### config.mk
export PLATFORM = sky130hd
export DESIGN_NAME = sliding_median_filter_top
export DESIGN_NICKNAME = d
export VERILOG_FILES = /design/src/sv/smf_pkg.sv /design/src/sv/smf_front.sv /design/src/sv/smf_queue.sv /design/src/sv/smf_back.sv /design/src/sv/sliding_median_filter_top.sv
export VERILOG_INCLUDE_DIRS = /design/src /design/src/sv
export SDC_FILE = /design/constraint.sdc
export NUM_CORES = 1
export LEC_CHECK = 0
export BUFFER_PORTS_ARGS = -buffer_cell sky130_fd_sc_hd__buf_4
export CELL_PAD_IN_SITES_DETAIL_PLACEMENT = 1
export CELL_PAD_IN_SITES_GLOBAL_PLACEMENT = 1
export CORE_MARGIN = 2
export CORE_UTILIZATION = 54
export CTS_CLUSTER_SIZE = 24
export DETAILED_ROUTE_END_ITERATION = 7
export GPL_ROUTABILITY_DRIVEN = 1
export HOLD_SLACK_MARGIN = 0.12
export PLACE_DENSITY = 0.79
export SLEW_MARGIN = 10
export SYNTH_ARGS = -nofsm -noshare
export SYNTH_HDL_FRONTEND = slang
export SYNTH_SLANG_ARGS = --single-unit
### constraint.sdc
create_clock -name clk -period 5.3 [get_ports clk]
set_input_delay 0.53 -clock clk [delete_from_list [all_inputs] [get_ports clk]]
set_output_delay 0.53 -clock clk [all_outputs]
set_load 0.01 [all_outputs]
### src/sv/sliding_median_filter_top_assert.svh
// Assertion macros for the sliding median filter.
// Each macro checks on the rising edge of clk and is disabled while arst_n is low.
`ifndef SLIDING_MEDIAN_FILTER_TOP_ASSERT_SVH
`define SLIDING_MEDIAN_FILTER_TOP_ASSERT_SVH

// The antecedent implies the consequent in the same cycle.
`define SMF_ASSERT_SAME(lbl, ante, cons, msg) \
	lbl: assert property (@(posedge clk) disable iff (!arst_n) (ante) |-> (cons)) \
		else $error(msg);

// The antecedent implies the consequent in the next cycle.
`define SMF_ASSERT_NEXT(lbl, ante, cons, msg) \
	lbl: assert property (@(posedge clk) disable iff (!arst_n) (ante) |=> (cons)) \
		else $error(msg);

`endif

### src/sv/smf_pkg.sv
// ----------------------------------------------------------------------------
// smf_pkg
// Shared constants and types of the sliding median filter: sample width,
// window geometry, queue sizing and the queue entry format.
// ----------------------------------------------------------------------------
package smf_pkg;

	localparam int SAMPLE_W    = 16;
	localparam int HALF        = 2;
	localparam int SPAN        = 2 * HALF + 1;
	localparam int HIST_DEPTH  = SPAN - 1;
	localparam int CNT_W       = 3;
	localparam int JOB_W       = 2;
	localparam int QUEUE_DEPTH = 4;
	localparam int QPTR_W      = 2;
	localparam int QCNT_W      = 3;

	// One classified sample: the window values and how many results it yields
	typedef struct packed {
		logic [SAMPLE_W-1:0]                  sample;
		logic [HIST_DEPTH-1:0][SAMPLE_W-1:0] hist;
		logic [CNT_W-1:0]                     avail;
		logic [JOB_W-1:0]                     jobs_m1;
		logic                                 last;
	} entry_t;

	// Stage 1 of the median unit, watched at the top level
	typedef struct packed {
		logic             s1_valid;
		logic             s1_last;
		logic [CNT_W-1:0] s1_cnt;
	} back_status_t;

endpackage

### src/sv/smf_front.sv
// ----------------------------------------------------------------------------
// smf_front
// Accepts samples, keeps the frame history and classifies each sample into
// a queue entry that tells the back part how many medians to produce.
// ----------------------------------------------------------------------------
module smf_front import smf_pkg::*; (
	input  logic                  clk,
	input  logic                  arst_n,
	input  logic                  sample_valid,
	input  logic [SAMPLE_W-1:0]   sample,
	input  logic                  frame_end,
	input  logic                  queue_full,
	output logic                  push,
	output entry_t                push_entry,
	output logic [CNT_W-1:0]      seen_count
);

	logic [HIST_DEPTH-1:0][SAMPLE_W-1:0] history_q;
	logic [CNT_W-1:0]                    seen_q;
	logic                                accept;

	assign accept     = sample_valid && !queue_full;
	assign seen_count = seen_q;

	// Classify: warm-up samples yield nothing, the frame end flushes
	always_comb begin
		push                  = accept && (frame_end || (seen_q >= CNT_W'(HALF)));
		push_entry.sample     = sample;
		push_entry.hist       = history_q;
		push_entry.avail      = seen_q + CNT_W'(1);
		push_entry.last       = frame_end;
		push_entry.jobs_m1    = '0;
		if (frame_end) begin
			if (seen_q >= CNT_W'(HALF))
				push_entry.jobs_m1 = JOB_W'(HALF);
			else
				push_entry.jobs_m1 = seen_q[JOB_W-1:0];
		end
	end

	// Advance the history, or drop it at the frame end
	always_ff @(posedge clk or negedge arst_n) begin
		if (!arst_n) begin
			history_q <= '0;
			seen_q    <= '0;
		end else if (accept) begin
			if (frame_end) begin
				history_q <= '0;
				seen_q    <= '0;
			end else begin
				history_q <= {history_q[HIST_DEPTH-2:0], sample};
				if (seen_q < CNT_W'(HIST_DEPTH))
					seen_q <= seen_q + CNT_W'(1);
			end
		end
	end

endmodule

### src/sv/smf_queue.sv
// ----------------------------------------------------------------------------
// smf_queue
// Short queue of classified samples between the front and the back part.
// ----------------------------------------------------------------------------
module smf_queue import smf_pkg::*; (
	input  logic              clk,
	input  logic              arst_n,
	input  logic              push,
	input  entry_t            push_entry,
	input  logic              pop,
	output logic              head_valid,
	output entry_t            head,
	output logic              full,
	output logic [QCNT_W-1:0] count
);

	entry_t              entries_q [QUEUE_DEPTH];
	logic [QPTR_W-1:0]   wr_ptr_q;
	logic [QPTR_W-1:0]   rd_ptr_q;
	logic [QCNT_W-1:0]   count_q;

	assign full       = (count_q == QCNT_W'(QUEUE_DEPTH));
	assign head_valid = (count_q != '0);
	assign head       = entries_q[rd_ptr_q];
	assign count      = count_q;

	// Store the pushed beat
	always_ff @(posedge clk) begin
		if (push)
			entries_q[wr_ptr_q] <= push_entry;
	end

	// Advance pointers and fill level
	always_ff @(posedge clk or negedge arst_n) begin
		if (!arst_n) begin
			wr_ptr_q <= '0;
			rd_ptr_q <= '0;
			count_q  <= '0;
		end else begin
			if (push)
				wr_ptr_q <= wr_ptr_q + QPTR_W'(1);
			if (pop)
				rd_ptr_q <= rd_ptr_q + QPTR_W'(1);
			if (push && !pop)
				count_q <= count_q + QCNT_W'(1);
			else if (pop && !push)
				count_q <= count_q - QCNT_W'(1);
		end
	end

endmodule

### src/sv/smf_back.sv
// ----------------------------------------------------------------------------
// smf_back
// Expands each queue entry into one or more median jobs and computes them in
// a two-stage unit: pairwise compares, then rank count and select.
// ----------------------------------------------------------------------------
module smf_back import smf_pkg::*; (
	input  logic                clk,
	input  logic                arst_n,
	input  logic                head_valid,
	input  entry_t              head,
	output logic                pop,
	output logic [SAMPLE_W-1:0] median,
	output logic                last_of_frame,
	output logic                median_valid,
	input  logic                median_stall,
	output back_status_t        status
);

	logic [JOB_W-1:0]               job_q;
	logic                           started_q;
	logic [JOB_W-1:0]               job_cur;
	logic [CNT_W-1:0]               want;
	logic [CNT_W-1:0]               job_cnt;
	logic                           job_last;
	logic [SPAN-1:0][SAMPLE_W-1:0]  job_vals;
	logic [SPAN-1:0][SPAN-1:0]      prec;
	logic                           adv1;
	logic                           adv2;
	logic                           issue;

	logic                           valid_s1;
	logic                           last_s1;
	logic [CNT_W-1:0]               cnt_s1;
	logic [SPAN-1:0][SAMPLE_W-1:0]  vals_s1;
	logic [SPAN-1:0][SPAN-1:0]      prec_s1;

	logic                           valid_s2;
	logic                           last_s2;
	logic [SAMPLE_W-1:0]            median_s2;
	logic [SAMPLE_W-1:0]            med_sel;

	assign adv2  = !valid_s2 || !median_stall;
	assign adv1  = !valid_s1 || adv2;
	assign issue = head_valid && adv1;

	// Pick the job of the head entry: flush jobs count down to the last one
	always_comb begin
		job_cur  = started_q ? job_q : head.jobs_m1;
		want     = CNT_W'(job_cur) + CNT_W'(HALF + 1);
		if (head.last)
			job_cnt = (want < head.avail) ? want : head.avail;
		else
			job_cnt = head.avail;
		job_last = head.last && (job_cur == '0);
		pop      = issue && (job_cur == '0);
		job_vals[0] = head.sample;
		for (int i = 1; i < SPAN; i++)
			job_vals[i] = head.hist[i-1];
	end

	// Pairwise order: prec[k][i] means element k sorts ahead of element i
	always_comb begin
		prec = '0;
		for (int k = 0; k < SPAN; k++) begin
			for (int i = 0; i < SPAN; i++) begin
				if (k < i)
					prec[k][i] = (job_vals[k] <= job_vals[i]);
				else if (k > i)
					prec[k][i] = (job_vals[k] < job_vals[i]);
			end
		end
	end

	// Track the job counter of the head entry
	always_ff @(posedge clk or negedge arst_n) begin
		if (!arst_n) begin
			job_q     <= '0;
			started_q <= 1'b0;
		end else if (issue) begin
			if (job_cur == '0) begin
				started_q <= 1'b0;
			end else begin
				started_q <= 1'b1;
				job_q     <= job_cur - JOB_W'(1);
			end
		end
	end

	// Stage 1: hold compares and window values
	always_ff @(posedge clk or negedge arst_n) begin
		if (!arst_n)
			valid_s1 <= 1'b0;
		else if (adv1)
			valid_s1 <= issue;
	end

	always_ff @(posedge clk) begin
		if (issue) begin
			last_s1 <= job_last;
			cnt_s1  <= job_cnt;
			vals_s1 <= job_vals;
			prec_s1 <= prec;
		end
	end

	// Select the element whose rank is cnt/2 among the active ones
	always_comb begin
		logic [CNT_W-1:0] rank;
		med_sel = '0;
		for (int i = 0; i < SPAN; i++) begin
			rank = '0;
			for (int k = 0; k < SPAN; k++) begin
				if ((k != i) && (CNT_W'(k) < cnt_s1) && prec_s1[k][i])
					rank = rank + CNT_W'(1);
			end
			if ((CNT_W'(i) < cnt_s1) && (rank == (cnt_s1 >> 1)))
				med_sel = med_sel | vals_s1[i];
		end
	end

	// Stage 2: output register
	always_ff @(posedge clk or negedge arst_n) begin
		if (!arst_n)
			valid_s2 <= 1'b0;
		else if (adv2)
			valid_s2 <= valid_s1;
	end

	always_ff @(posedge clk) begin
		if (adv2 && valid_s1) begin
			median_s2 <= med_sel;
			last_s2   <= last_s1;
		end
	end

	assign median          = median_s2;
	assign last_of_frame   = last_s2;
	assign median_valid    = valid_s2;
	assign status.s1_valid = valid_s1;
	assign status.s1_last  = last_s1;
	assign status.s1_cnt   = cnt_s1;

endmodule

### src/sv/sliding_median_filter_top.sv
// After warm-up, a sample passes the queue, stage 1 and stage 2 to its median beat.
// Throughput: one sample per cycle unless the queue is full; a frame-end sample
// yields up to 3 beats, one per cycle unless stalled, all through the single median
// unit of the back part. A 4-entry queue between front and back absorbs flush beats.
// Reset (arst_n low): history, sample count, queue and pipeline valids clear.
// ----------------------------------------------------------------------------
// sliding_median_filter_top
// Five-tap sliding median over framed distance samples, with clipped windows
// at the frame edges and an upper median for even counts.
// ----------------------------------------------------------------------------
`include "sliding_median_filter_top_assert.svh"

module sliding_median_filter_top import smf_pkg::*; (
	input  logic                clk,
	input  logic                arst_n,
	input  logic                sample_valid,
	output logic                sample_stall,
	input  logic [SAMPLE_W-1:0] sample,
	input  logic                frame_end,
	output logic                median_valid,
	input  logic                median_stall,
	output logic [SAMPLE_W-1:0] median,
	output logic                last_of_frame
);

	logic               push;
	entry_t             push_entry;
	logic               pop;
	logic               head_valid;
	entry_t             head;
	logic               full;
	logic [QCNT_W-1:0]  q_count;
	logic [CNT_W-1:0]   seen_count;
	back_status_t       back_status;
	logic               in_beat;
	logic               s1_mid;

	assign sample_stall = full;

	smf_front u_front (
		.clk          (clk),
		.arst_n       (arst_n),
		.sample_valid (sample_valid),
		.sample       (sample),
		.frame_end    (frame_end),
		.queue_full   (full),
		.push         (push),
		.push_entry   (push_entry),
		.seen_count   (seen_count)
	);

	smf_queue u_queue (
		.clk        (clk),
		.arst_n     (arst_n),
		.push       (push),
		.push_entry (push_entry),
		.pop        (pop),
		.head_valid (head_valid),
		.head       (head),
		.full       (full),
		.count      (q_count)
	);

	smf_back u_back (
		.clk           (clk),
		.arst_n        (arst_n),
		.head_valid    (head_valid),
		.head          (head),
		.pop           (pop),
		.median        (median),
		.last_of_frame (last_of_frame),
		.median_valid  (median_valid),
		.median_stall  (median_stall),
		.status        (back_status)
	);

	// Qualifiers for the checks below
	assign in_beat = sample_valid && !sample_stall;
	assign s1_mid  = back_status.s1_valid && !back_status.s1_last;

	// A frame end always queues its flush work
	`SMF_ASSERT_NEXT(a_flush_queued, in_beat && frame_end, q_count != '0, "frame end not queued")

	// A frame end restarts the history count
	`SMF_ASSERT_NEXT(a_frame_restart, in_beat && frame_end, seen_count == '0, "count not cleared")

	// A median that is not the frame's last spans at least two samples
	`SMF_ASSERT_SAME(a_min_window, s1_mid, back_status.s1_cnt >= CNT_W'(HALF), "window too short")

endmodule
==> summary.txt <==
Outcome
  – Status: complete, no violations

Detailed routing
  – Routed WL per cell: 26.9 um
  – Drt first-iter violations: 1432
  – DRC Markers: 0
  – DRT Wirelength: 64000 um
  – Via/cell ratio: 6.22
  – DRT antenna net count: 0
  – Vias: 14.8k
  – DR pass1 iterations: 7

Timing
  – Minimum clock period: 3.93 ns
  – Final max-slew violation count: 0
  – WHS: 0.154 ns
  – Setup TNS Final: 0 ns
  – Tcrit/Tclk final: 74.1%
  – Worst slew pin tran: 1.12 ns
  – Fmax: 255 MHz
  – Final Hold Vio Count: 0
  – Final setup viols: 0
  – Normalized max-slew margin: 25.6%
  – RSZ-0062 raised after global routing: no
  – Clock Skews: 0.0228 ns

Floorplanning
  – FP Rows: 78
  – Initial core utilization: 54.6%
  – Die Y-Extent: 218 um
  – Total die area: 0.0476 sq mm
  – Core area: 0.0454 sq mm
  – Num ports: 40
  – Die W: 218 um

Cells and area
  – FF/Latch Area: 0.0159 sq mm
  – Fill cells: 4160
  – Area of the multi-input gates: 0.00829 sq mm
  – Layout cells sized above 1: 15.1%
  – Syn-to-layout area delta: 12.1%
  – Final Net Count: 1938

Placement
  – RD Place Congestion: 0.922
  – PortBufs: 39
  – Post-DP HPWL: 42800 um

GRT
  – Initial antenna violation count: 2
  – Gr ovfl total: 0
  – First-pass GRT wire length: 96400 um
  – Largest net degree at the start of global routing: 103
  – Number of global-route vias before repair: 15.8k
  – Total track usage: 27.6%

Synth
  – Synth warnings: 0
  – Post-synth ARST share: 14.5%
  – Sequential area share after synthesis: 64.3%
  – Syn nets: 1860
  – Yosys top cell by area: edfxtp_1
  – Mean post-synth cell area: 15.0 sq um
  – Distinct cells, synth: 63
  – Synth area leaders: edfxtp_1, ha_1, dfrtp_1
  – Synth cell count leaders: edfxtp_1, ha_1, nand2_1
  – Synth Instances: 1654
  – Post-synth top area share: 56.4%
  – Most common cell in the netlist: edfxtp_1
  – Post-synth EDFFs: 465
  – Flops & latches, synth: 544
  – Post-synth top flop: edfxtp_1
  – Netlist Area Pre-Place: 0.0248 sq mm

Critical path
  – CP bufs+invs: 0
  – WP data required: 5.76 ns
  – Type of destination of the critical path: flip-flop
  – Worst r2r dst: u_back.median[1]
  – R2r worst-path depth: 11
  – Crit Path Category: reg2reg
  – Critical-path top delay cell: a211oi_4
  – CP Data Arrival Time: 4.39 ns
  – Family with the most delay on the worst path: simple AND/OR/NAND/NOR gates
  – R2R Path Start: u_back.cnt_s1[1]
  – Worst reg2reg setup slack: 1.37 ns
  – Cells traversed along the worst timing path: or3_1 -> and2_1 -> ha_1 -> xnor2_1 -> ha_1 -> and3_1 -> o21bai_1 -> a22o_1 -> a211oi_4 -> nand2_1 -> nand3_1
  – CP max FO: 22
  – Worst path max stage delay: 0.71 ns
  – CP dominant cell by count: ha_1
  – CP Launch Type: flip-flop

Clock network
  – CTS tree: yes
  – Max clock buf depth: 3
  – Clk pin slew, worst setup/hold paths: 0.06 ns
  – Post-CTS setup buffers: 0
  – Maximum level of the CTS H-tree: 2
  – Clk_lat worst skew: 0.62 ns
  – Cell at the root of the clock tree: clkbuf_16
  – Clock Sinks: 544
  – TritonCTS buffer count: 54

Hold path
  – Hold Path Class: in2reg
  – WHS Path Cells: 1
  – Worst Hold End: u_queue.entries_q[0][70]
  – Hold_sp: sample[0]

Power and ir drop
  – Leakage: 10.4 nW
  – VDD IR-drop max: 403 uV
  – Power per cell area: 728 mW/mm^2
  – Total power: 20.2 mW

Flow run
  – Maxcap violations: 0
-- kinds of logic after synthesis --
group	Yosys count	synth area share, %
compound gates	297	7.81
xor+xnor	20	0.707
fa+ha+maj	185	9.37
buf+inv	139	2.31
flops	544	64.3
mux	100	8.38
simple gates	369	7.09
-- per-stage QoR --
| stage | setup WS, ns | cells | util (%) | instance area [sq um] |
|---|---|---|---|---|
| after CTS | 1.32 | 2378 | 61.2 | 27800 |
| after global routing | 1.10 | 2378 | 61.2 | 27800 |
| after global placement | 1.45 | 2260 | 56.9 | 25800 |
| after detailed placement | 1.35 | 2260 | 56.9 | 25800 |
| after floorplan | 1.07 | 1654 | - | 24800 |
| final | 1.37 | 2380 | 61.2 | 27800 |
-- flip-flops by register name (all words and copies together), names as in the netlist --
| name | cells |
|---|---|
| u_back.started_q | 1 |
| u_back.median | 16 |
| u_queue.wr_ptr_q | 2 |
| u_back.valid_s1 | 1 |
| u_back.last_s1 | 1 |
| u_queue.count | 3 |
| u_queue.rd_ptr_q | 2 |
| u_back.job_q | 2 |
| u_back.last_of_frame | 1 |
| u_queue.entries_q | 344 |
| u_back.prec_s1 | 20 |
| u_back.vals_s1 | 80 |
| u_front.push_entry | 64 |
| u_front.seen_count | 3 |
| u_back.median_valid | 1 |
| u_back.cnt_s1 | 3 |
-- placed cells by master (no fill, tap or decap), types with 6 or more instances in the layout --
master,n
xor2_1,8
a31oi_1,14
mux2i_1,9
dfrtp_1,77
ha_1,184
a21o_1,21
buf_4,59
nand2_1,161
o21a_1,29
clkbuf_16,54
a22oi_1,23
xnor2_1,12
nor2b_1,21
a21oi_1,43
dlygate4sd3_1,16
nand2b_1,29
o32a_1,7
o32ai_1,7
clkbuf_8,8
edfxtp_1,465
mux4_2,85
clkbuf_1,17
nor3_1,9
a22oi_2,11
clkinv_1,6
and2_1,7
or2_2,8
nand4_1,45
nand3_1,22
o21ai_0,123
inv_1,81
nor2_1,50
-- final cells by class --
cell class | count | area share [%]
Sequential cell | 544 | 57.4
Antenna cell | 2 | 0.0180
Clock buffer | 79 | 5.49
Clock inverter | 23 | 1.05
Timing Repair Buffer | 78 | 2.39
Inverter | 83 | 1.13
Multi-Input combinational cell | 971 | 29.8
Tap cell | 600 | 2.70
-- routing by layer --
| layer | vias up | global-route usage [%] | share of wire, % |
|---|---|---|---|
| met2 | 519 | 45.3 | 49 |
| met5 | - | 0 | 0 |
| li1 | 6517 | - | - |
| met3 | 102 | 4.87 | 6.6 |
| met4 | 0 | 8.34 | 2.7 |
| met1 | 7671 | 37.8 | 42 |
-- timing repair --
item / in CTS / in global routing
hold buffers: 16 / 0
hold endpoints to repair: 109 / 0
resized for setup: 0 / 0
-- report_power, final --
part / switching [mW] / internal, mW
Combinational: 5.60 / 3.67
Sequential: 0.786 / 6.26
Clock: 1.65 / 2.26
Total: 8.03 / 12.2
-- how the worst max path moves through the flow --
stage                     start          endpoint  slack, ns  cells past startpoint
6_report       u_back.cnt_s1[1]  u_back.median[1]       1.37                     11
5_1_grt        u_back.cnt_s1[1]  u_back.median[9]       1.10                     11
4_1_cts        u_back.cnt_s1[1]  u_back.median[9]       1.32                     11
3_5_place_dp   u_back.cnt_s1[1]  u_back.median[9]       1.35                     11
3_3_place_gp   u_back.cnt_s1[1]  u_back.median[7]       1.45                     11
2_1_floorplan      median_stall  u_queue.count[1]       1.07                      8
(Power assumes the default switching activity.)
